### src/hw/rtl/assert_macros.svh
// Assertion macros shared by the RTL files of the wall clock block.
`ifndef ASSERT_MACROS_SVH
`define ASSERT_MACROS_SVH

`ifndef SYNTHESIS
`define SHWC_ASSERT(label, clk, rst, cond, conseq, msg) \
  label: assert property (@(posedge clk) disable iff (rst) (cond) |-> (conseq)) \
    else $error(msg);
`define SHWC_ASSERT_NEXT(label, clk, rst, cond, conseq, msg) \
  label: assert property (@(posedge clk) disable iff (rst) (cond) |=> (conseq)) \
    else $error(msg);
`else
`define SHWC_ASSERT(label, clk, rst, cond, conseq, msg)
`define SHWC_ASSERT_NEXT(label, clk, rst, cond, conseq, msg)
`endif

`endif

### src/hw/rtl/shwc_pkg.sv
`timescale 1ns / 1ps
// ----------------------------------------------------------------------------
// Wall clock package
// Command codes, character constants, queue word type and digit helpers.
// ----------------------------------------------------------------------------
package shwc_pkg;

  localparam logic [1:0] MODE_TICK  = 2'd0;
  localparam logic [1:0] MODE_START = 2'd1;
  localparam logic [1:0] MODE_SET   = 2'd2;
  localparam logic [1:0] MODE_STOP  = 2'd3;

  localparam logic [7:0] CHAR_ZERO  = 8'h30;
  localparam logic [7:0] CHAR_COLON = 8'h3A;
  localparam logic [7:0] CHAR_CR    = 8'h0D;

  localparam logic KIND_TIME  = 1'b0;
  localparam logic KIND_ERROR = 1'b1;

  localparam logic [28:0] RECIP_1000 = 29'd274877907;
  localparam logic [22:0] RECIP_60   = 23'd4473925;
  localparam logic [11:0] RECIP_24   = 12'd2731;

  typedef struct packed {
    logic        kind;
    logic [30:0] now_ms;
    logic [30:0] base_ms;
    logic [4:0]  hour;
    logic [5:0]  minute;
    logic [5:0]  second;
  } q_word_t;

  function automatic logic digit_ok(input logic [7:0] c, input logic [3:0] maxv);
    logic [7:0] d;
    d = c - CHAR_ZERO;
    return (c >= CHAR_ZERO) && (d <= {4'd0, maxv});
  endfunction

  function automatic logic [3:0] digit_val(input logic [7:0] c);
    logic [7:0] d;
    d = c - CHAR_ZERO;
    return d[3:0];
  endfunction

  function automatic logic [2:0] tens_of(input logic [5:0] v);
    logic [2:0] t;
    if (v >= 6'd50) t = 3'd5;
    else if (v >= 6'd40) t = 3'd4;
    else if (v >= 6'd30) t = 3'd3;
    else if (v >= 6'd20) t = 3'd2;
    else if (v >= 6'd10) t = 3'd1;
    else t = 3'd0;
    return t;
  endfunction

  function automatic logic [3:0] ones_of(input logic [5:0] v);
    logic [5:0] r;
    r = v - 6'(tens_of(v)) * 6'd10;
    return r[3:0];
  endfunction

endpackage

### src/hw/rtl/shwc_if.sv
`timescale 1ns / 1ps
// ----------------------------------------------------------------------------
// Wall clock channel interfaces
// Command channel and display channel, each with valid, ready and payload.
// ----------------------------------------------------------------------------
interface shwc_cmd_if;
  logic       valid;
  logic       ready;
  logic [1:0] mode;
  logic [30:0] now_ms;
  logic [7:0] hour_tens_char;
  logic [7:0] hour_ones_char;
  logic [7:0] first_sep_char;
  logic [7:0] min_tens_char;
  logic [7:0] min_ones_char;
  logic [7:0] second_sep_char;
  logic [7:0] sec_tens_char;
  logic [7:0] sec_ones_char;
  logic [7:0] end_char;

  modport source (output valid, mode, now_ms, hour_tens_char, hour_ones_char,
                  first_sep_char, min_tens_char, min_ones_char, second_sep_char,
                  sec_tens_char, sec_ones_char, end_char, input ready);
  modport sink (input valid, mode, now_ms, hour_tens_char, hour_ones_char,
                first_sep_char, min_tens_char, min_ones_char, second_sep_char,
                sec_tens_char, sec_ones_char, end_char, output ready);
endinterface

interface shwc_disp_if;
  logic       valid;
  logic       ready;
  logic       kind;
  logic [1:0] hours_tens;
  logic [3:0] hours_ones;
  logic [2:0] minutes_tens;
  logic [3:0] minutes_ones;
  logic [2:0] seconds_tens;
  logic [3:0] seconds_ones;

  modport source (output valid, kind, hours_tens, hours_ones, minutes_tens,
                  minutes_ones, seconds_tens, seconds_ones, input ready);
  modport sink (input valid, kind, hours_tens, hours_ones, minutes_tens,
                minutes_ones, seconds_tens, seconds_ones, output ready);
endinterface

### src/hw/rtl/settable_hms_wall_clock.sv
`timescale 1ns / 1ps
// ----------------------------------------------------------------------------
// Settable hh:mm:ss wall clock
// Top level: front end, job queue and display back end.
// ----------------------------------------------------------------------------
// The clock accepts one command word per cycle while its job queue has room.
// Start, stop and valid set commands only update the running flag, base time
// and time offset in the front end. A tick while running and a malformed set
// command queue a job; the back end is a nine-stage pipeline that takes one job
// per cycle while the display channel does not hold it off, and presents a
// display or error word. Ticks with less than one second elapsed, or a negative
// elapsed count, produce no word. The command channel stalls only in reset or
// when the QUEUE_DEPTH-entry queue fills while the display channel is held off.
module settable_hms_wall_clock
  import shwc_pkg::*;
#(
  parameter int QUEUE_DEPTH = 4
) (
  input  logic        clk,
  input  logic        rst,
  shwc_cmd_if.sink    cmd,
  shwc_disp_if.source disp
);

  logic    q_full;
  logic    push;
  q_word_t push_data;
  logic    pop;
  logic    q_valid;
  q_word_t q_data;

  shwc_front u_front (
    .clk       (clk),
    .rst       (rst),
    .cmd       (cmd),
    .q_full    (q_full),
    .push      (push),
    .push_data (push_data)
  );

  shwc_queue #(
    .DEPTH (QUEUE_DEPTH)
  ) u_queue (
    .clk       (clk),
    .rst       (rst),
    .push      (push),
    .push_data (push_data),
    .full      (q_full),
    .pop       (pop),
    .q_valid   (q_valid),
    .q_data    (q_data)
  );

  shwc_back u_back (
    .clk     (clk),
    .rst     (rst),
    .q_valid (q_valid),
    .q_data  (q_data),
    .pop     (pop),
    .disp    (disp)
  );

endmodule

### src/hw/rtl/shwc_front.sv
`timescale 1ns / 1ps
// ----------------------------------------------------------------------------
// Wall clock front end
// Accepts command words, validates set commands, keeps the clock state and
// queues display and error jobs for the back end.
// ----------------------------------------------------------------------------
module shwc_front
  import shwc_pkg::*;
(
  input  logic    clk,
  input  logic    rst,
  shwc_cmd_if.sink cmd,
  input  logic    q_full,
  output logic    push,
  output q_word_t push_data
);

  logic        running;
  logic [30:0] base_ms;
  logic [4:0]  off_hour;
  logic [5:0]  off_minute;
  logic [5:0]  off_second;

  logic       accept;
  logic       set_ok;
  logic [4:0] set_hour;
  logic [5:0] set_minute;
  logic [5:0] set_second;
  logic [3:0] h1, h0;

  assign cmd.ready = !q_full && !rst;
  assign accept = cmd.valid && cmd.ready;

  always_comb begin
    h1 = digit_val(cmd.hour_tens_char);
    h0 = digit_val(cmd.hour_ones_char);
    set_ok = digit_ok(cmd.hour_tens_char, 4'd2) && digit_ok(cmd.hour_ones_char, 4'd9) &&
             !((h1 == 4'd2) && (h0 > 4'd3)) &&
             (cmd.first_sep_char == CHAR_COLON) &&
             digit_ok(cmd.min_tens_char, 4'd5) && digit_ok(cmd.min_ones_char, 4'd9) &&
             (cmd.second_sep_char == CHAR_COLON) &&
             digit_ok(cmd.sec_tens_char, 4'd5) && digit_ok(cmd.sec_ones_char, 4'd9) &&
             (cmd.end_char == CHAR_CR);
    set_hour   = 5'(h1) * 5'd10 + 5'(h0);
    set_minute = 6'(digit_val(cmd.min_tens_char)) * 6'd10 + 6'(digit_val(cmd.min_ones_char));
    set_second = 6'(digit_val(cmd.sec_tens_char)) * 6'd10 + 6'(digit_val(cmd.sec_ones_char));
  end

  always_comb begin
    push_data.kind    = (cmd.mode == MODE_SET) ? KIND_ERROR : KIND_TIME;
    push_data.now_ms  = cmd.now_ms;
    push_data.base_ms = base_ms;
    push_data.hour    = off_hour;
    push_data.minute  = off_minute;
    push_data.second  = off_second;
    case (cmd.mode)
      MODE_TICK: push = accept && running;
      MODE_SET:  push = accept && !set_ok;
      default:   push = 1'b0;
    endcase
  end

  always_ff @(posedge clk) begin
    if (rst) begin
      running    <= 1'b0;
      base_ms    <= '0;
      off_hour   <= '0;
      off_minute <= '0;
      off_second <= '0;
    end else if (accept) begin
      case (cmd.mode)
        MODE_START: begin
          running    <= 1'b1;
          base_ms    <= cmd.now_ms;
          off_hour   <= '0;
          off_minute <= '0;
          off_second <= '0;
        end
        MODE_SET: begin
          if (set_ok) begin
            running    <= 1'b1;
            base_ms    <= cmd.now_ms;
            off_hour   <= set_hour;
            off_minute <= set_minute;
            off_second <= set_second;
          end
        end
        MODE_STOP: begin
          running <= 1'b0;
        end
        default: begin
        end
      endcase
    end
  end

endmodule

### src/hw/rtl/shwc_queue.sv
`timescale 1ns / 1ps
// ----------------------------------------------------------------------------
// Wall clock job queue
// Small first-in first-out buffer between the front end and the back end.
// ----------------------------------------------------------------------------
`include "assert_macros.svh"
module shwc_queue
  import shwc_pkg::*;
#(
  parameter int DEPTH = 4
) (
  input  logic    clk,
  input  logic    rst,
  input  logic    push,
  input  q_word_t push_data,
  output logic    full,
  input  logic    pop,
  output logic    q_valid,
  output q_word_t q_data
);

  localparam int PW = (DEPTH > 1) ? $clog2(DEPTH) : 1;
  localparam int CW = $clog2(DEPTH + 1);

  q_word_t        mem [DEPTH];
  logic [PW-1:0]  wr_ptr;
  logic [PW-1:0]  rd_ptr;
  logic [CW-1:0]  count;

  assign full    = (count == CW'(DEPTH));
  assign q_valid = (count != '0);
  assign q_data  = mem[rd_ptr];

  always_ff @(posedge clk) begin
    if (push) begin
      mem[wr_ptr] <= push_data;
    end
  end

  always_ff @(posedge clk) begin
    if (rst) begin
      wr_ptr <= '0;
      rd_ptr <= '0;
      count  <= '0;
    end else begin
      if (push) begin
        wr_ptr <= (wr_ptr == PW'(DEPTH - 1)) ? '0 : wr_ptr + 1'b1;
      end
      if (pop) begin
        rd_ptr <= (rd_ptr == PW'(DEPTH - 1)) ? '0 : rd_ptr + 1'b1;
      end
      if (push && !pop) begin
        count <= count + 1'b1;
      end else if (pop && !push) begin
        count <= count - 1'b1;
      end
    end
  end

  `SHWC_ASSERT(a_count_bound, clk, rst, 1'b1, count <= CW'(DEPTH), "queue count overflow")
  `SHWC_ASSERT(a_no_push_full, clk, rst, push, !full || pop, "push into full queue")
  `SHWC_ASSERT(a_no_pop_empty, clk, rst, pop, q_valid, "pop from empty queue")
  `SHWC_ASSERT_NEXT(a_count_up, clk, rst, push && !pop, count == $past(count) + 1'b1,
    "queue count did not follow a push")

endmodule

### src/hw/rtl/shwc_back.sv
`timescale 1ns / 1ps
// ----------------------------------------------------------------------------
// Wall clock back end
// Pipeline that turns an elapsed count into hours, minutes and seconds digits,
// drops negative ticks and ticks under one second and formats error results.
// ----------------------------------------------------------------------------
`include "assert_macros.svh"
module shwc_back
  import shwc_pkg::*;
(
  input  logic      clk,
  input  logic      rst,
  input  logic      q_valid,
  input  q_word_t   q_data,
  output logic      pop,
  shwc_disp_if.source disp
);

  logic        en;
  logic        v1, v2, v3, v4, v5, v6, v7, v8, v9;
  logic        k1, k2, k3, k4, k5, k6, k7, k8, k9;
  logic [31:0] diff1, diff2;
  logic [16:0] hms1;
  logic [26:0] setms2;
  logic [31:0] el3;
  logic [21:0] secs4, secs5;
  logic [15:0] mins5, mins6;
  logic [5:0]  sec6, sec7, sec8;
  logic [9:0]  hrs6, hrs7;
  logic [5:0]  min7, min8;
  logic [4:0]  q7;
  logic [4:0]  hr8;
  logic [1:0]  o_ht;
  logic [3:0]  o_ho;
  logic [2:0]  o_mt;
  logic [3:0]  o_mo;
  logic [2:0]  o_st;
  logic [3:0]  o_so;

  logic        keep3;
  logic [59:0] p1000;
  logic [44:0] p60a;
  logic [38:0] p60b;
  logic [21:0] p24;

  assign en  = !v9 || disp.ready;
  assign pop = en && q_valid;

  always_comb begin
    keep3 = k3 || (!el3[31] && (el3 >= 32'd1000));
    p1000 = {29'd0, el3[30:0]} * {31'd0, RECIP_1000};
    p60a  = {23'd0, secs4} * {22'd0, RECIP_60};
    p60b  = {23'd0, mins5} * {16'd0, RECIP_60};
    p24   = {12'd0, hrs6} * {10'd0, RECIP_24};
  end

  always_ff @(posedge clk) begin
    if (rst) begin
      {v1, v2, v3, v4, v5, v6, v7, v8, v9} <= '0;
    end else if (en) begin
      v1 <= q_valid;
      v2 <= v1;
      v3 <= v2;
      v4 <= v3 && keep3;
      v5 <= v4;
      v6 <= v5;
      v7 <= v6;
      v8 <= v7;
      v9 <= v8;
    end
  end

  always_ff @(posedge clk) begin
    if (en) begin
      k1    <= q_data.kind;
      diff1 <= {1'b0, q_data.now_ms} - {1'b0, q_data.base_ms};
      hms1  <= 17'(q_data.hour) * 17'd3600 + 17'(q_data.minute) * 17'd60 +
               17'(q_data.second);

      k2     <= k1;
      diff2  <= diff1;
      setms2 <= 27'(hms1) * 27'd1000;

      k3  <= k2;
      el3 <= diff2 + {5'd0, setms2};

      k4    <= k3;
      secs4 <= p1000[59:38];

      k5    <= k4;
      secs5 <= secs4;
      mins5 <= p60a[43:28];

      k6    <= k5;
      sec6  <= 6'(secs5 - 22'(mins5) * 22'd60);
      mins6 <= mins5;
      hrs6  <= p60b[37:28];

      k7   <= k6;
      sec7 <= sec6;
      min7 <= 6'(mins6 - 16'(hrs6) * 16'd60);
      hrs7 <= hrs6;
      q7   <= p24[20:16];

      k8   <= k7;
      sec8 <= sec7;
      min8 <= min7;
      hr8  <= 5'(hrs7 - 10'(q7) * 10'd24);

      k9 <= k8;
      if (k8 == KIND_ERROR) begin
        {o_ht, o_ho, o_mt, o_mo, o_st, o_so} <= '0;
      end else begin
        o_ht <= 2'(tens_of({1'b0, hr8}));
        o_ho <= ones_of({1'b0, hr8});
        o_mt <= tens_of(min8);
        o_mo <= ones_of(min8);
        o_st <= tens_of(sec8);
        o_so <= ones_of(sec8);
      end
    end
  end

  assign disp.valid        = v9;
  assign disp.kind         = k9;
  assign disp.hours_tens   = o_ht;
  assign disp.hours_ones   = o_ho;
  assign disp.minutes_tens = o_mt;
  assign disp.minutes_ones = o_mo;
  assign disp.seconds_tens = o_st;
  assign disp.seconds_ones = o_so;

  `SHWC_ASSERT(a_error_zero, clk, rst, v9 && (k9 == KIND_ERROR),
    (o_ht == 2'd0) && (o_ho == 4'd0) && (o_mt == 3'd0) && (o_mo == 4'd0) &&
    (o_st == 3'd0) && (o_so == 4'd0), "error result carries nonzero digits")
  `SHWC_ASSERT(a_digit_range, clk, rst, v9 && (k9 == KIND_TIME),
    (o_ht <= 2'd2) && (o_ho <= 4'd9) && (o_mt <= 3'd5) && (o_mo <= 4'd9) &&
    (o_st <= 3'd5) && (o_so <= 4'd9) && !((o_ht == 2'd2) && (o_ho > 4'd3)),
    "time digits out of range")
  `SHWC_ASSERT(a_secs_nonzero, clk, rst, v4 && (k4 == KIND_TIME), secs4 != '0,
    "kept tick has less than one second")
  `SHWC_ASSERT_NEXT(a_hold_stall, clk, rst, v9 && !disp.ready, v9,
    "result dropped while stalled")

endmodule

### src/flat_wrapper.sv
// flat-port wrapper written by rule: the top's interface ports become plain ports
module settable_hms_wall_clock_flat import shwc_pkg::*;
#(
  parameter int QUEUE_DEPTH = 4
)
  (clk, rst, cmd_valid, cmd_mode, cmd_now_ms, cmd_hour_tens_char, cmd_hour_ones_char, cmd_first_sep_char, cmd_min_tens_char, cmd_min_ones_char, cmd_second_sep_char, cmd_sec_tens_char, cmd_sec_ones_char, cmd_end_char, cmd_ready, disp_valid, disp_kind, disp_hours_tens, disp_hours_ones, disp_minutes_tens, disp_minutes_ones, disp_seconds_tens, disp_seconds_ones, disp_ready);
  shwc_cmd_if cmd_i ();
  shwc_disp_if disp_i ();
  input  logic clk;
  input  logic rst;
  input wire logic [$bits(cmd_i.valid)-1:0] cmd_valid;
  input wire logic [$bits(cmd_i.mode)-1:0] cmd_mode;
  input wire logic [$bits(cmd_i.now_ms)-1:0] cmd_now_ms;
  input wire logic [$bits(cmd_i.hour_tens_char)-1:0] cmd_hour_tens_char;
  input wire logic [$bits(cmd_i.hour_ones_char)-1:0] cmd_hour_ones_char;
  input wire logic [$bits(cmd_i.first_sep_char)-1:0] cmd_first_sep_char;
  input wire logic [$bits(cmd_i.min_tens_char)-1:0] cmd_min_tens_char;
  input wire logic [$bits(cmd_i.min_ones_char)-1:0] cmd_min_ones_char;
  input wire logic [$bits(cmd_i.second_sep_char)-1:0] cmd_second_sep_char;
  input wire logic [$bits(cmd_i.sec_tens_char)-1:0] cmd_sec_tens_char;
  input wire logic [$bits(cmd_i.sec_ones_char)-1:0] cmd_sec_ones_char;
  input wire logic [$bits(cmd_i.end_char)-1:0] cmd_end_char;
  output wire logic [$bits(cmd_i.ready)-1:0] cmd_ready;
  output wire logic [$bits(disp_i.valid)-1:0] disp_valid;
  output wire logic [$bits(disp_i.kind)-1:0] disp_kind;
  output wire logic [$bits(disp_i.hours_tens)-1:0] disp_hours_tens;
  output wire logic [$bits(disp_i.hours_ones)-1:0] disp_hours_ones;
  output wire logic [$bits(disp_i.minutes_tens)-1:0] disp_minutes_tens;
  output wire logic [$bits(disp_i.minutes_ones)-1:0] disp_minutes_ones;
  output wire logic [$bits(disp_i.seconds_tens)-1:0] disp_seconds_tens;
  output wire logic [$bits(disp_i.seconds_ones)-1:0] disp_seconds_ones;
  input wire logic [$bits(disp_i.ready)-1:0] disp_ready;
  assign cmd_i.valid = cmd_valid;
  assign cmd_i.mode = cmd_mode;
  assign cmd_i.now_ms = cmd_now_ms;
  assign cmd_i.hour_tens_char = cmd_hour_tens_char;
  assign cmd_i.hour_ones_char = cmd_hour_ones_char;
  assign cmd_i.first_sep_char = cmd_first_sep_char;
  assign cmd_i.min_tens_char = cmd_min_tens_char;
  assign cmd_i.min_ones_char = cmd_min_ones_char;
  assign cmd_i.second_sep_char = cmd_second_sep_char;
  assign cmd_i.sec_tens_char = cmd_sec_tens_char;
  assign cmd_i.sec_ones_char = cmd_sec_ones_char;
  assign cmd_i.end_char = cmd_end_char;
  assign cmd_ready = cmd_i.ready;
  assign disp_valid = disp_i.valid;
  assign disp_kind = disp_i.kind;
  assign disp_hours_tens = disp_i.hours_tens;
  assign disp_hours_ones = disp_i.hours_ones;
  assign disp_minutes_tens = disp_i.minutes_tens;
  assign disp_minutes_ones = disp_i.minutes_ones;
  assign disp_seconds_tens = disp_i.seconds_tens;
  assign disp_seconds_ones = disp_i.seconds_ones;
  assign disp_i.ready = disp_ready;
  settable_hms_wall_clock #(.QUEUE_DEPTH(QUEUE_DEPTH)) u_core (.clk(clk), .rst(rst), .cmd(cmd_i), .disp(disp_i));
endmodule
### config.mk
export PLATFORM = sky130hd
export DESIGN_NAME = settable_hms_wall_clock_flat
export DESIGN_NICKNAME = d
export VERILOG_FILES = /design/src/hw/rtl/shwc_pkg.sv /design/src/hw/rtl/shwc_if.sv /design/src/hw/rtl/settable_hms_wall_clock.sv /design/src/hw/rtl/shwc_front.sv /design/src/hw/rtl/shwc_queue.sv /design/src/hw/rtl/shwc_back.sv /design/src/flat_wrapper.sv
export VERILOG_INCLUDE_DIRS = /design/src /design/src/hw/rtl
export SDC_FILE = /design/constraint.sdc
export NUM_CORES = 2
export LEC_CHECK = 0
export BUFFER_PORTS_ARGS = -buffer_cell sky130_fd_sc_hd__buf_2
export CELL_PAD_IN_SITES_DETAIL_PLACEMENT = 1
export CELL_PAD_IN_SITES_GLOBAL_PLACEMENT = 2
export CORE_MARGIN = 4
export CORE_UTILIZATION = 49
export DETAILED_ROUTE_END_ITERATION = 8
export PLACE_DENSITY_LB_ADDON = 0.1
export RECOVER_POWER = 100
export SYNTH_ARGS = -nofsm -noshare
export SYNTH_HDL_FRONTEND = slang
export SYNTH_HIERARCHICAL = 1
export SYNTH_SLANG_ARGS = --single-unit
### constraint.sdc
create_clock -name clk -period 25.2 [get_ports clk]
set_clock_uncertainty 0.1 [all_clocks]
set_input_delay 1.26 -clock clk [delete_from_list [all_inputs] [get_ports clk]]
set_output_delay 1.26 -clock clk [all_outputs]
set_load 0.005 [all_outputs]
==> metrics.txt <==
Finished Layout Cells=5892; Worst-Skew Late Latency=0.66 ns; Final ANT Viol Nets=0; status=finished, violations left; hold buffers post-CTS=0; Async S/R FF share, synth=0%; register area share after synthesis=35.3%; 1st-iter DRT viols=1149; CTS root buf=clkbuf_16; Layout Nets=5938; post-synth cell types=between 80 and 90; commonest non-fill, non-tap cell in the layout=ha_1; Setup CP Type=reg -> reg; Avg Inst Size Synth=12.6 µm²; share of layout cells above drive strength 1=6.79%; first-pass GRT wire length=between 150000 and 200000 µm; pin slew with the least headroom to its limit=roughly 4.4 ns; # placed instances=5753; setup TNS=0 ns; final critical-path share of the clock period=38.4%; # clock sinks=655; CP endpoint kind=flip-flop; Num CTS Buffers=74; total number of vias=approximately 31000; drc violations=0; Syn-to-layout area delta=8.20%; number of global-route vias before repair=34800; reg-to-reg slack, setup=15.52 ns; RSZ-0062 raised after global routing=false; clock buffer depth=3; clock-pin slew on the worst setup and hold paths=0.06 ns; Critical Path RT=25.49 ns; H-Tree Depth=3; final hold violation count=0; final worst path period need=around 9.7 ns; die area=around 120000 µm²; setup bufs post-CTS=0; antenna violations before repair=3; post-synthesis cell area=between 50000 and 60000 µm²; DP Wirelength=98100 µm; initial cell density of the core=49.4%; CP endpoint=u_core/u_back/diff1[30]; worst hold path type=reg -> reg; Multi-input gate area=~30000 µm²; GRT overflow=0; Total GRT Usage=21.5%; max-slew headroom at the worst pin=-196%; syn_nets=5785; crit path DAT=between 9 and 10 ns; Routed WL=122000 µm; crit start category=flip-flop; crit path max fanout=44; failing checks=capacitance limit, slew limit; maximum clock frequency=0.103 GHz; Die Height=339 µm; FF-to-FF End=u_core/u_back/diff1[30]; MaxCap Viol Count=14; fin worst setup slack=15.52 ns; commonest non-fill, non-tap cells in the layout=ha_1 (921), inv_1 (852), edfxtp_1 (588); Fillers=roughly 11000; WL/cell=20.6 µm; Post-CTS Resized=0; R2R cell count=13; GP Congestion=0.819; Core Util, Final=53.5%; Final Setup Violations=0; I/O Buffers=131; dpl ws=16.76 ns; Post-synth EDFFs=588; Ys Warns=6; core area=109000 µm²; CTS tree=built; num rows=between 100 and 150; Die W=339 µm; IO Pins=132; register area=19000 µm²; Synth Register Bits=655; main flop type after synthesis=edfxtp_1; vias per cell=about 5.3; Slew Viols, Final=688; post-synthesis cell count=4262; First-pass DRT Iterations=5; largest net degree at the start of global routing=between 80 and 90
==> cell type report <==
cell class              instances  share of cell area, %
diodes                          2                0.00860
flip-flops and latches        655                   32.7
well taps                    1414                   3.04
inverters                     853                   5.50
clock buffers                  97                   3.45
multi-input cells            2687                   53.1
repair buffers                144                   1.14
clock inverters                40                   1.14
==> worst min-delay path by stage <==
stage / from / end / slack (ns) / cells after the start
final: u_core/u_back/min7[0] / u_core/u_back/min8[0] / 0.31 / 0
after global placement: u_core/u_back/k7 / u_core/u_back/k8 / 0.30 / 0
after CTS: u_core/u_back/diff1[8] / u_core/u_back/diff2[8] / 0.32 / 0
after detailed placement: u_core/u_back/diff2[2] / u_core/u_back/el3[2] / 0.31 / 0
after floorplan: u_core/u_back/diff1[0] / u_core/u_back/diff2[0] / 0.30 / 0
after global routing: u_core/u_back/min7[0] / u_core/u_back/min8[0] / 0.32 / 0
==> critical path, stage by stage (launching register included) <==
cell and delay, ns:
dfxtp_1 1.01, clkbuf_1 1.70, clkbuf_1 2.82, mux4_2 0.81, ha_1 0.41, nand3_1 0.19
a2111oi_0 0.42, nor2_1 0.13, a31oi_1 0.28, a31oi_1 0.22, o31ai_1 0.66, a221o_1 0.29
a21oi_1 0.08, xnor2_1 0.15
==> stage by stage <==
step	hold slack [ns]	area (µm²)
floorplan	0.300	53800
global placement	0.300	55800
detailed placement	0.306	55800
CTS	0.316	58500
global route	0.321	58200
finish	0.315	58200
==> routing by layer <==
metal	wire length, µm	GRT usage [%]	share of wire (%)	up-vias
met2	59900	37.2	49	407
met1	54500	28.7	45	15800
met5	13	0	0.011	-
met3	4370	3.22	3.6	127
li1	-	-	-	15000
met4	2720	5.33	2.2	2
==> cell usage after synthesis, drive strengths merged (6+ instances only) <==
library cell	count	share of area (%)
ha	921	21
a211oi	13	0.18
o21a	20	0.28
nor3	33	0.32
a22o	17	0.28
mux4	80	3.4
o21ai	80	0.77
nand3	41	0.38
nand4	24	0.28
edfxtp	588	33
o211ai	8	0.11
or3	10	0.12
a31oi	25	0.29
mux2	31	0.86
nor2	107	0.75
a21oi	168	1.6
and4	6	0.098
buf	55	0.92
o2111ai	7	0.11
clkbuf	12	0.084
o21bai	24	0.33
xor2	47	0.77
a21boi	7	0.098
and2	8	0.093
dfxtp	67	2.5
nand2b	16	0.19
xnor2	130	2.1
nand3b	6	0.084
inv	852	5.9
o31ai	6	0.084
nand2	91	0.64
and3	20	0.23
fa	493	18
nor2b	68	0.79
a21o	95	1.3
==> state kept, by name (all words and copies together), names as in the netlist, 10 cells and up, named ones only <==
signal                  cells
u_core/u_front/base_ms     31
u_core/u_back/hms1         17
u_core/u_back/mins5        16
u_core/u_back/el3          32
u_core/u_back/diff2        32
u_core/u_back/secs4        22
u_core/u_back/setms2       24
u_core/u_back/diff1        32
u_core/u_queue/mem        320
u_core/u_back/hrs6         10
==> cell families after synthesis <==
kind of cell / Yosys count / share of synthesized area (%)
AOI/OAI and AO/OA: 520 / 6.32
and+or+nand+nor: 458 / 4.40
DFF: 655 / 35.3
xor gates and xnor gates: 177 / 2.88
adders and majority gates: 1416 / 39.8
muxes: 116 / 4.30
buffers and inverters: 920 / 6.96
Power is not shown: default switching activity piles up to over one toggle a cycle in this logic, so the estimate is an artifact.
